## config.mk

```make
export PLATFORM = sky130hd
export DESIGN_NAME = multichannel_cascaded_biquad_top
export DESIGN_NICKNAME = d
export VERILOG_FILES = /design/src/rtl/core/mcb_pkg.sv /design/src/rtl/core/multichannel_cascaded_biquad_top.sv
export SDC_FILE = /design/constraint.sdc
export NUM_CORES = 2
export LEC_CHECK = 0
export BUFFER_PORTS_ARGS = -buffer_cell sky130_fd_sc_hd__buf_4
export CAP_MARGIN = 20
export CORE_UTILIZATION = 52
export CTS_BUF_LIST = sky130_fd_sc_hd__clkbuf_8
export CTS_CLUSTER_DIAMETER = 50
export DETAILED_ROUTE_END_ITERATION = 16
export PLACE_DENSITY = 0.68
export SETUP_SLACK_MARGIN = 0.15
export SLEW_MARGIN = 20
export SYNTH_ARGS = -nofsm -noshare
export SYNTH_HDL_FRONTEND = slang
export SYNTH_SLANG_ARGS = --single-unit
```

## constraint.sdc

```tcl
create_clock -name clk_i -period 26 [get_ports clk_i]
set_clock_uncertainty 0.05 [all_clocks]
set_input_delay 5.2 -clock clk_i [delete_from_list [all_inputs] [get_ports clk_i]]
set_output_delay 5.2 -clock clk_i [all_outputs]
set_load 0.02 [all_outputs]
```

## src/rtl/core/mcb_pkg.sv

```systemverilog
// Package: shared constants, types and arithmetic helpers of the multichannel biquad.
`timescale 1ns / 1ps

package mcb_pkg;

  localparam int unsigned FracBits  = 14;
  localparam int unsigned SampleW   = 16;
  localparam int unsigned StateW    = 32;
  localparam int unsigned AccW      = 34;
  localparam int unsigned CoefW     = 16;
  localparam int unsigned ChanW     = 3;
  localparam int unsigned CfgDataW  = 64;
  localparam int unsigned CfgAddrW  = 6;
  localparam int unsigned InTdataW  = 24;
  localparam int unsigned OutTdataW = 24;

  // register indexes (byte address is 8 * index)
  localparam logic [2:0] RegB0     = 3'd0;
  localparam logic [2:0] RegB1     = 3'd1;
  localparam logic [2:0] RegB2     = 3'd2;
  localparam logic [2:0] RegA1     = 3'd3;
  localparam logic [2:0] RegA2     = 3'd4;
  localparam logic [2:0] RegOrders = 3'd5;
  localparam logic [2:0] RegCount  = 3'd6;
  localparam logic [2:0] RegActive = 3'd7;

  // section order codes
  localparam logic [1:0] OrdBypass = 2'd0;
  localparam logic [1:0] OrdFirst  = 2'd1;
  localparam logic [1:0] OrdSecond = 2'd2;

  // input kinds
  localparam logic ActFilter = 1'b0;
  localparam logic ActClear  = 1'b1;

  localparam logic StatusOk    = 1'b0;
  localparam logic StatusRange = 1'b1;

  typedef logic signed [SampleW-1:0] sample_t;
  typedef logic signed [StateW-1:0]  state_word_t;
  typedef logic signed [AccW-1:0]    acc_t;

  function automatic logic signed [CoefW-1:0] coef_sel(input logic [63:0] packed_c,
                                                       input logic [1:0]  sec);
    return packed_c[16*sec +: 16];
  endfunction

  function automatic sample_t sat16(input logic signed [AccW-FracBits-1:0] v);
    sample_t r;
    if (v > 20'sd32767) r = 16'sh7fff;
    else if (v < -20'sd32768) r = 16'sh8000;
    else r = v[SampleW-1:0];
    return r;
  endfunction

  function automatic state_word_t sat32(input acc_t v);
    state_word_t r;
    if (v > 34'sh0_7fff_ffff) r = 32'sh7fff_ffff;
    else if (v < -34'sh0_8000_0000) r = 32'sh8000_0000;
    else r = v[StateW-1:0];
    return r;
  endfunction

endpackage

```

## src/rtl/core/multichannel_cascaded_biquad_top.sv

```systemverilog
// Top level: multichannel cascaded biquad filter with shared multiplier and state RAM.
`timescale 1ns / 1ps

// Multichannel cascaded biquad, transposed direct form II, Q2.14 coefficients.
// Input stream (s_axis): one word is either a sample to filter on a channel
// (tuser = 0) or a clear of all filter state (tuser = 1). Output stream
// (m_axis): one word per filtered sample; a clear gives no word.
// Per-channel state (two 32-bit words per section) lives in one RAM row per
// channel/section, 64 bits wide, read through a registered port. A row valid bit
// per entry makes never-written or cleared rows read as zero, so a clear only
// resets the valid bits and reset needs no sweep of the RAM.
// Sequencing: one shared 16x16 multiplier serves every section in turn.
// A second-order section steps through StSec, StY, StA1, StB2, StA2 and StWr,
// a first-order section skips StA2, and a bypass section takes only StSec.
// After the last section StSec moves to StOut, which loads the output register
// and returns to idle, where the input is ready again.
// A channel at or above active_channels, or at or above CHANNELS, passes straight
// through with status 1, going from idle directly to StOut.
// The input takes one word at a time; a finished word waits in the output
// register, and the next word may be accepted meanwhile. If the receiver
// stalls, the block holds its next result until the output register frees.
// Reset restores the configuration and marks all state rows as zero.
// Configuration goes through the APB port at byte address 8*index and must be
// written only while the block is idle; the block itself does not enforce it.
module multichannel_cascaded_biquad_top #(
  parameter int unsigned CHANNELS = 8,
  parameter int unsigned SECTIONS = 4
) (
  input  logic                           clk_i,
  input  logic                           rst_ni,
  // input stream
  input  logic                           s_axis_tvalid,
  output logic                           s_axis_tready,
  // [2:0] channel, [18:3] sample_in, [23:19] zero
  input  logic [mcb_pkg::InTdataW-1:0]   s_axis_tdata,
  // [0] action
  input  logic                           s_axis_tuser,
  // output stream
  output logic                           m_axis_tvalid,
  input  logic                           m_axis_tready,
  // [15:0] sample_out, [18:16] channel_out, [23:19] zero
  output logic [mcb_pkg::OutTdataW-1:0]  m_axis_tdata,
  // [0] status
  output logic                           m_axis_tuser,
  // configuration
  input  logic                           psel,
  input  logic                           penable,
  input  logic                           pwrite,
  input  logic [mcb_pkg::CfgAddrW-1:0]   paddr,
  input  logic [mcb_pkg::CfgDataW-1:0]   pwdata,
  output logic [mcb_pkg::CfgDataW-1:0]   prdata,
  output logic                           pready
);
  import mcb_pkg::*;

  localparam int unsigned Rows = CHANNELS * SECTIONS;
  localparam int unsigned RowW = (Rows > 1) ? $clog2(Rows) : 1;

  // sequencer codes
  localparam logic [2:0] StIdle = 3'd0;
  localparam logic [2:0] StSec  = 3'd1;  // pick section, issue read, b0*x
  localparam logic [2:0] StY    = 3'd2;  // output y, b1*x
  localparam logic [2:0] StA1   = 3'd3;  // a1*y
  localparam logic [2:0] StB2   = 3'd4;  // new s0, b2*x
  localparam logic [2:0] StA2   = 3'd5;  // a2*y
  localparam logic [2:0] StWr   = 3'd6;  // new s1, write row
  localparam logic [2:0] StOut  = 3'd7;  // hand result to output register

  // ---------------- configuration registers ----------------
  logic [63:0] b0_q, b1_q, b2_q, a1_q, a2_q;
  logic [7:0]  orders_q;
  logic [2:0]  count_q;
  logic [3:0]  active_q;
  logic        cfg_we;
  logic [2:0]  cfg_idx;

  assign pready  = 1'b1;
  assign cfg_we  = psel & penable & pwrite & pready;
  assign cfg_idx = paddr[5:3];

  always_ff @(posedge clk_i or negedge rst_ni) begin
    if (!rst_ni) begin
      b0_q     <= '0;
      b1_q     <= '0;
      b2_q     <= '0;
      a1_q     <= '0;
      a2_q     <= '0;
      orders_q <= '0;
      count_q  <= '0;
      active_q <= 4'd1;
    end else if (cfg_we) begin
      unique case (cfg_idx)
        RegB0:     b0_q     <= pwdata;
        RegB1:     b1_q     <= pwdata;
        RegB2:     b2_q     <= pwdata;
        RegA1:     a1_q     <= pwdata;
        RegA2:     a2_q     <= pwdata;
        RegOrders: orders_q <= pwdata[7:0];
        RegCount:  count_q  <= pwdata[2:0];
        RegActive: active_q <= pwdata[3:0];
        default:   ;
      endcase
    end
  end

  always_comb begin
    unique case (cfg_idx)
      RegB0:     prdata = b0_q;
      RegB1:     prdata = b1_q;
      RegB2:     prdata = b2_q;
      RegA1:     prdata = a1_q;
      RegA2:     prdata = a2_q;
      RegOrders: prdata = {56'd0, orders_q};
      RegCount:  prdata = {61'd0, count_q};
      RegActive: prdata = {60'd0, active_q};
      default:   prdata = '0;
    endcase
  end

  // ---------------- datapath and sequencer ----------------
  logic [2:0]        state_q, state_d;
  logic [2:0]        sec_q;
  logic [ChanW-1:0]  ch_q;
  sample_t           x_q, y_q;
  logic [1:0]        ord_q;
  logic              status_q;
  state_word_t       s1_q, ns0_q;
  acc_t              acc_q;
  logic signed [31:0] prod_q;
  logic [RowW-1:0]   row_q;

  logic [Rows-1:0]   valid_q;
  logic [63:0]       mem [Rows];
  logic [63:0]       rdata_q;
  logic              rvalid_q;

  logic              in_acc;
  logic [ChanW-1:0]  in_ch;
  sample_t           in_sample;
  logic              reject;
  logic [2:0]        count_eff;
  logic [1:0]        ord_cur;
  logic [RowW-1:0]   row_d;
  logic              rd_en, wr_en;
  state_word_t       rd_s0, rd_s1, ns1;
  acc_t              acc_y;
  logic signed [19:0] acc_y_sh;
  logic signed [CoefW-1:0] mul_a;
  sample_t           mul_b;
  logic signed [31:0] prod_d;
  logic              out_load;

  assign s_axis_tready = (state_q == StIdle);
  assign in_acc        = s_axis_tvalid & s_axis_tready;
  assign in_ch         = s_axis_tdata[2:0];
  assign in_sample     = s_axis_tdata[18:3];
  assign reject        = ({1'b0, in_ch} >= active_q) || (int'(in_ch) >= int'(CHANNELS));
  assign count_eff     = (int'(count_q) > int'(SECTIONS)) ? 3'(SECTIONS) : count_q;
  assign ord_cur       = orders_q[2*sec_q[1:0] +: 2];
  assign row_d         = RowW'(int'(ch_q) * int'(SECTIONS) + int'(sec_q[1:0]));

  // state words of the row just read; an unwritten row reads as zero
  assign rd_s0    = rvalid_q ? rdata_q[31:0]  : '0;
  assign rd_s1    = rvalid_q ? rdata_q[63:32] : '0;
  assign acc_y    = AccW'(prod_q) + AccW'(rd_s0) + acc_t'(34'sd8192);
  assign acc_y_sh = acc_y[AccW-1:FracBits];
  assign ns1      = (ord_q == OrdSecond) ? sat32(acc_q - AccW'(prod_q)) : s1_q;

  always_comb begin
    state_d = state_q;
    rd_en   = 1'b0;
    wr_en   = 1'b0;
    out_load = 1'b0;
    mul_a   = coef_sel(b0_q, sec_q[1:0]);
    mul_b   = x_q;
    unique case (state_q)
      StIdle: begin
        if (in_acc && s_axis_tuser == ActFilter) begin
          state_d = reject ? StOut : StSec;
        end
      end
      StSec: begin
        if (sec_q >= count_eff) begin
          state_d = StOut;
        end else if (ord_cur == OrdFirst || ord_cur == OrdSecond) begin
          rd_en   = 1'b1;
          state_d = StY;
        end
      end
      StY: begin
        mul_a   = coef_sel(b1_q, sec_q[1:0]);
        state_d = StA1;
      end
      StA1: begin
        mul_a   = coef_sel(a1_q, sec_q[1:0]);
        mul_b   = y_q;
        state_d = StB2;
      end
      StB2: begin
        mul_a   = coef_sel(b2_q, sec_q[1:0]);
        state_d = (ord_q == OrdSecond) ? StA2 : StWr;
      end
      StA2: begin
        mul_a   = coef_sel(a2_q, sec_q[1:0]);
        mul_b   = y_q;
        state_d = StWr;
      end
      StWr: begin
        wr_en   = 1'b1;
        state_d = StSec;
      end
      StOut: begin
        if (!m_axis_tvalid || m_axis_tready) begin
          out_load = 1'b1;
          state_d  = StIdle;
        end
      end
      default: state_d = StIdle;
    endcase
  end

  assign prod_d = mul_a * mul_b;

  always_ff @(posedge clk_i or negedge rst_ni) begin
    if (!rst_ni) begin
      state_q <= StIdle;
      valid_q <= '0;
      sec_q   <= '0;
    end else begin
      state_q <= state_d;
      if (in_acc && s_axis_tuser == ActClear) begin
        valid_q <= '0;
      end else if (wr_en) begin
        valid_q[row_q] <= 1'b1;
      end
      if (in_acc) begin
        sec_q <= '0;
      end else if ((state_q == StSec && state_d == StSec) || wr_en) begin
        sec_q <= sec_q + 3'd1;
      end
    end
  end

  // payload registers
  always_ff @(posedge clk_i) begin
    prod_q <= prod_d;
    if (in_acc) begin
      ch_q     <= in_ch;
      x_q      <= in_sample;
      status_q <= reject ? StatusRange : StatusOk;
    end
    if (rd_en) begin
      row_q <= row_d;
      ord_q <= ord_cur;
    end
    unique case (state_q)
      StY: begin
        y_q  <= sat16(acc_y_sh);
        s1_q <= rd_s1;
      end
      StA1:    acc_q <= AccW'(prod_q) + ((ord_q == OrdSecond) ? AccW'(s1_q) : '0);
      StB2:    ns0_q <= sat32(acc_q - AccW'(prod_q));
      StA2:    acc_q <= AccW'(prod_q);
      StWr:    x_q   <= y_q;
      default: ;
    endcase
  end

  // state RAM: one row per channel/section, {s1, s0}
  always_ff @(posedge clk_i) begin
    if (wr_en) begin
      mem[row_q] <= {ns1, ns0_q};
    end
    if (rd_en) begin
      rdata_q  <= mem[row_d];
      rvalid_q <= valid_q[row_d];
    end
  end

  // ---------------- output register ----------------
  logic        m_valid_q;
  sample_t     out_sample_q;
  logic [2:0]  out_ch_q;
  logic        out_status_q;

  always_ff @(posedge clk_i or negedge rst_ni) begin
    if (!rst_ni) begin
      m_valid_q <= 1'b0;
    end else if (out_load) begin
      m_valid_q <= 1'b1;
    end else if (m_axis_tready) begin
      m_valid_q <= 1'b0;
    end
  end

  always_ff @(posedge clk_i) begin
    if (out_load) begin
      out_sample_q <= x_q;
      out_ch_q     <= ch_q;
      out_status_q <= status_q;
    end
  end

  assign m_axis_tvalid = m_valid_q;
  assign m_axis_tdata  = {5'd0, out_ch_q, out_sample_q};
  assign m_axis_tuser  = out_status_q;

  // ---------------- assertions ----------------
  a_clear_wipes : assert property (@(posedge clk_i) disable iff (!rst_ni)
    (in_acc && s_axis_tuser == ActClear) |=> (valid_q == '0))
    else $error("clear did not invalidate all state rows");

  a_result_from_out : assert property (@(posedge clk_i) disable iff (!rst_ni)
    (!m_axis_tvalid || m_axis_tready) ##1 m_axis_tvalid |-> $past(state_q) == StOut)
    else $error("result appeared without passing the output state");

  a_sec_in_range : assert property (@(posedge clk_i) disable iff (!rst_ni)
    (state_q == StY) |-> (int'(sec_q) < int'(SECTIONS)))
    else $error("section index out of range while filtering");

  a_write_after_read : assert property (@(posedge clk_i) disable iff (!rst_ni)
    wr_en |-> (row_q == $past(row_q)))
    else $error("state row changed between read and write back");

endmodule
```

==> impl_metrics.tcl <==
set metrics [dict create \
    die-area_sq_um 236000 \
    drtIter0Drc 7528 \
    rows 177 \
    insertion_delay_ps 1160 \
    critPathRequiredTime_ps 20750 \
    syn_inst 6973 \
    yosys.area.top_type_share_pct 56.2 \
    slew_headroom_pct 23.4 \
    drc 0 \
    grt_overflow 0 \
    initial_core_util_pct 52.3 \
    worst_pin_slew_ps 1150 \
    fillers 17300 \
    drv_cap 0 \
    grt_pass1_vias 68000 \
    gp_congestion 0.911 \
    cp_max_fo 56 \
    grt.total_usage_pct 27.3 \
    finalMaxSlewViolations 0 \
    via_per_inst 6.21 \
    drive_gt1_share_pct 27.7 \
    arrival_ps 8230 \
    synthesis.area_sq_um 122000 \
    worstSetupPathType "input port to primary output" \
    cts_hold_buf 0 \
    synth_flop_cell "edfxtp_1" \
    cts_resized 0 \
    ys_types 79 \
    mostFrequentLayoutCells "edfxtp_1 (2274), mux4_2 (734), inv_1 (572)" \
    antenna_found_initial 12 \
    seq_area_frac_synth_pct 64.4 \
    final_common_cell "edfxtp_1" \
    grt_max_degree 152 \
    drt-total-wl_mm 318 \
    fin_crit_ps 13480 \
    yosysTopAreaCell "edfxtp_1" \
    endpoint_kind "primary output" \
    wl_per_cell_microns 29.5 \
    post-route-period-util_pct 51.9 \
    async_reset_ff_share_pct 14.0 \
    placeableCoreArea_sq_um 233000 \
    final-hold-violation-count 0 \
    setup_viol 0 \
    htreeDepth 5 \
    synth-seq-cells 2680 \
    portBuffers 179 \
    post_cts_buffers 0 \
    grt_pass1_wl_mm 466 \
    drt-pass1-iter-count 5 \
    clock-sinks 2680 \
    hpwl_mm 182 \
    rsz0062_at_grt "false" \
    status "complete, no violations" \
    final_core_util_pct 58.2 \
    pin_count 194 \
    clockRootBuffer "clkbuf_8" \
    synthTopCellsByArea "edfxtp_1 (56%), mux4_2 (14%), dfrtp_1 (7.7%), fa_1 (4.3%), mux2_2 (3.8%)" \
    tns_ps 0 \
    avgSynthCellArea_sq_um 17.4 \
    ant_nets 0 \
    max_freq_mhz 74.2 \
    die_w_microns 485 \
    min_path_type "flop to flop" \
    chipHeight_microns 485 \
    cts_buffer_depth 4 \
    path_clk_slew_ps 60 \
    cts_made_buffers 439 \
    worst_setup_path_start_kind "input port" \
    area_growth_pct 11.3 \
    synth-edff-count 2274 \
    cts_tree "yes" \
    yosys_warnings 0 \
    nets 7998 \
    vias 67000 \
]
sequential cells by signal, indices dropped and copies added (netlist names), 4 cells and up:
| name | count |
|---|---|
| a2_q | 64 |
| rdata_q | 64 |
| s1_q | 32 |
| ns0_q | 32 |
| b1_q | 64 |
| b0_q | 64 |
| y_q | 16 |
| valid_q | 32 |
| b2_q | 64 |
| out_sample_q | 16 |
| mem | 2048 |
| prod_q | 32 |
| x_q | 16 |
| active_q | 4 |
| orders_q | 8 |
| row_q | 5 |
| a1_q | 64 |
| acc_q | 34 |
metal layers:
layer  global-route usage, %  up-vias  share of wire (%)
met4                    7.92       16                2.7
li1                        -    27800                  -
met5                       0        -              0.032
met3                    5.37      567                9.5
met2                    42.2     3285                 47
met1                    39.5    35300                 41
critical path, cell delays in order:
cell and delay (ps):
buf_4 610, buf_4 790, nand2b_1 420, nor2_4 30, buf_4 410, nand2_1 160, o21ai_0 270, buf_4 270
worst paths after layout:
check                                               to  slack, ps                  from  cells past startpoint
worst max-delay path                        prdata[38]      12520              paddr[4]                      8
worst min-delay path            m_axis_tuser$_DFFE_PP_        370    status_q$_DFFE_PP_                      0
worst max register to register      prod_q[31]$_DFF_P_      15400  state_q[0]$_DFF_PN0_                     28
worst min register to register  m_axis_tuser$_DFFE_PP_        370    status_q$_DFFE_PP_                      0
max in group asynchronous         state_q[0]$_DFF_PN0_      20260                rst_ni                      2
min in group asynchronous         a2_q[45]$_DFFE_PN0P_       4020                rst_ni                      1
through the flow:
step	std cells	cell area (sq um)	hold WS, ps	setup slack (ps)
finish	10800	135000	366	12520
global route	10800	135000	404	12380
CTS	10800	135000	369	12550
detailed placement	10000	127000	355	12540
global placement	10000	127000	361	12520
floorplan	6977	122000	350	13820
area by class of cell:
type	instances	area [sq um]	area share (%)
clock inverter	307	1650	1.22
clock buffer	463	6370	4.71
sequential	2680	78300	57.9
antenna	6	15.0	0.0111
timing repair buffer	342	2690	1.99
tap	3043	3810	2.81
multi-input combinational	3504	40800	30.2
inverter	446	1670	1.24
Yosys cell counts (18+ instances only):
master	count
a21oi_1	125
a31oi_1	18
mux2_2	406
nand2_1	327
inv_1	443
nand4_1	21
buf_2	40
xnor2_1	64
fa_1	264
xor2_1	44
nor2_1	305
nand3_1	53
nor2b_1	29
nor3_1	29
o21a_1	51
mux2i_1	170
a21o_1	62
edfxtp_1	2274
ha_1	219
mux4_2	734
dfxtp_1	32
o22ai_1	59
nand2b_1	62
o31ai_1	23
buf_1	61
clkbuf_1	240
dfrtp_1	373
o21ai_0	156
and2_1	100
cells by family (layout without fill, tap and decap cells):
logic type               count (synthesis)  in the layout  synth area share (%)
flip-flops                            2680           2680                  64.4
multiplexers                          1310           1310                  18.8
AND/OR/NAND/NOR                        980            980                  3.67
buffers and inverters                  793           1558                  2.51
AO/OA/AOI/OAI                          615            615                  3.23
adder cells (fa/ha/maj)                483            483                  6.60
XOR/XNOR                               110            110                 0.814
other                                    2             12               0.00618
Power is left out: the tool's default activity adds up to more than one toggle a clock period on the data nets, which glitch-free logic cannot reach.
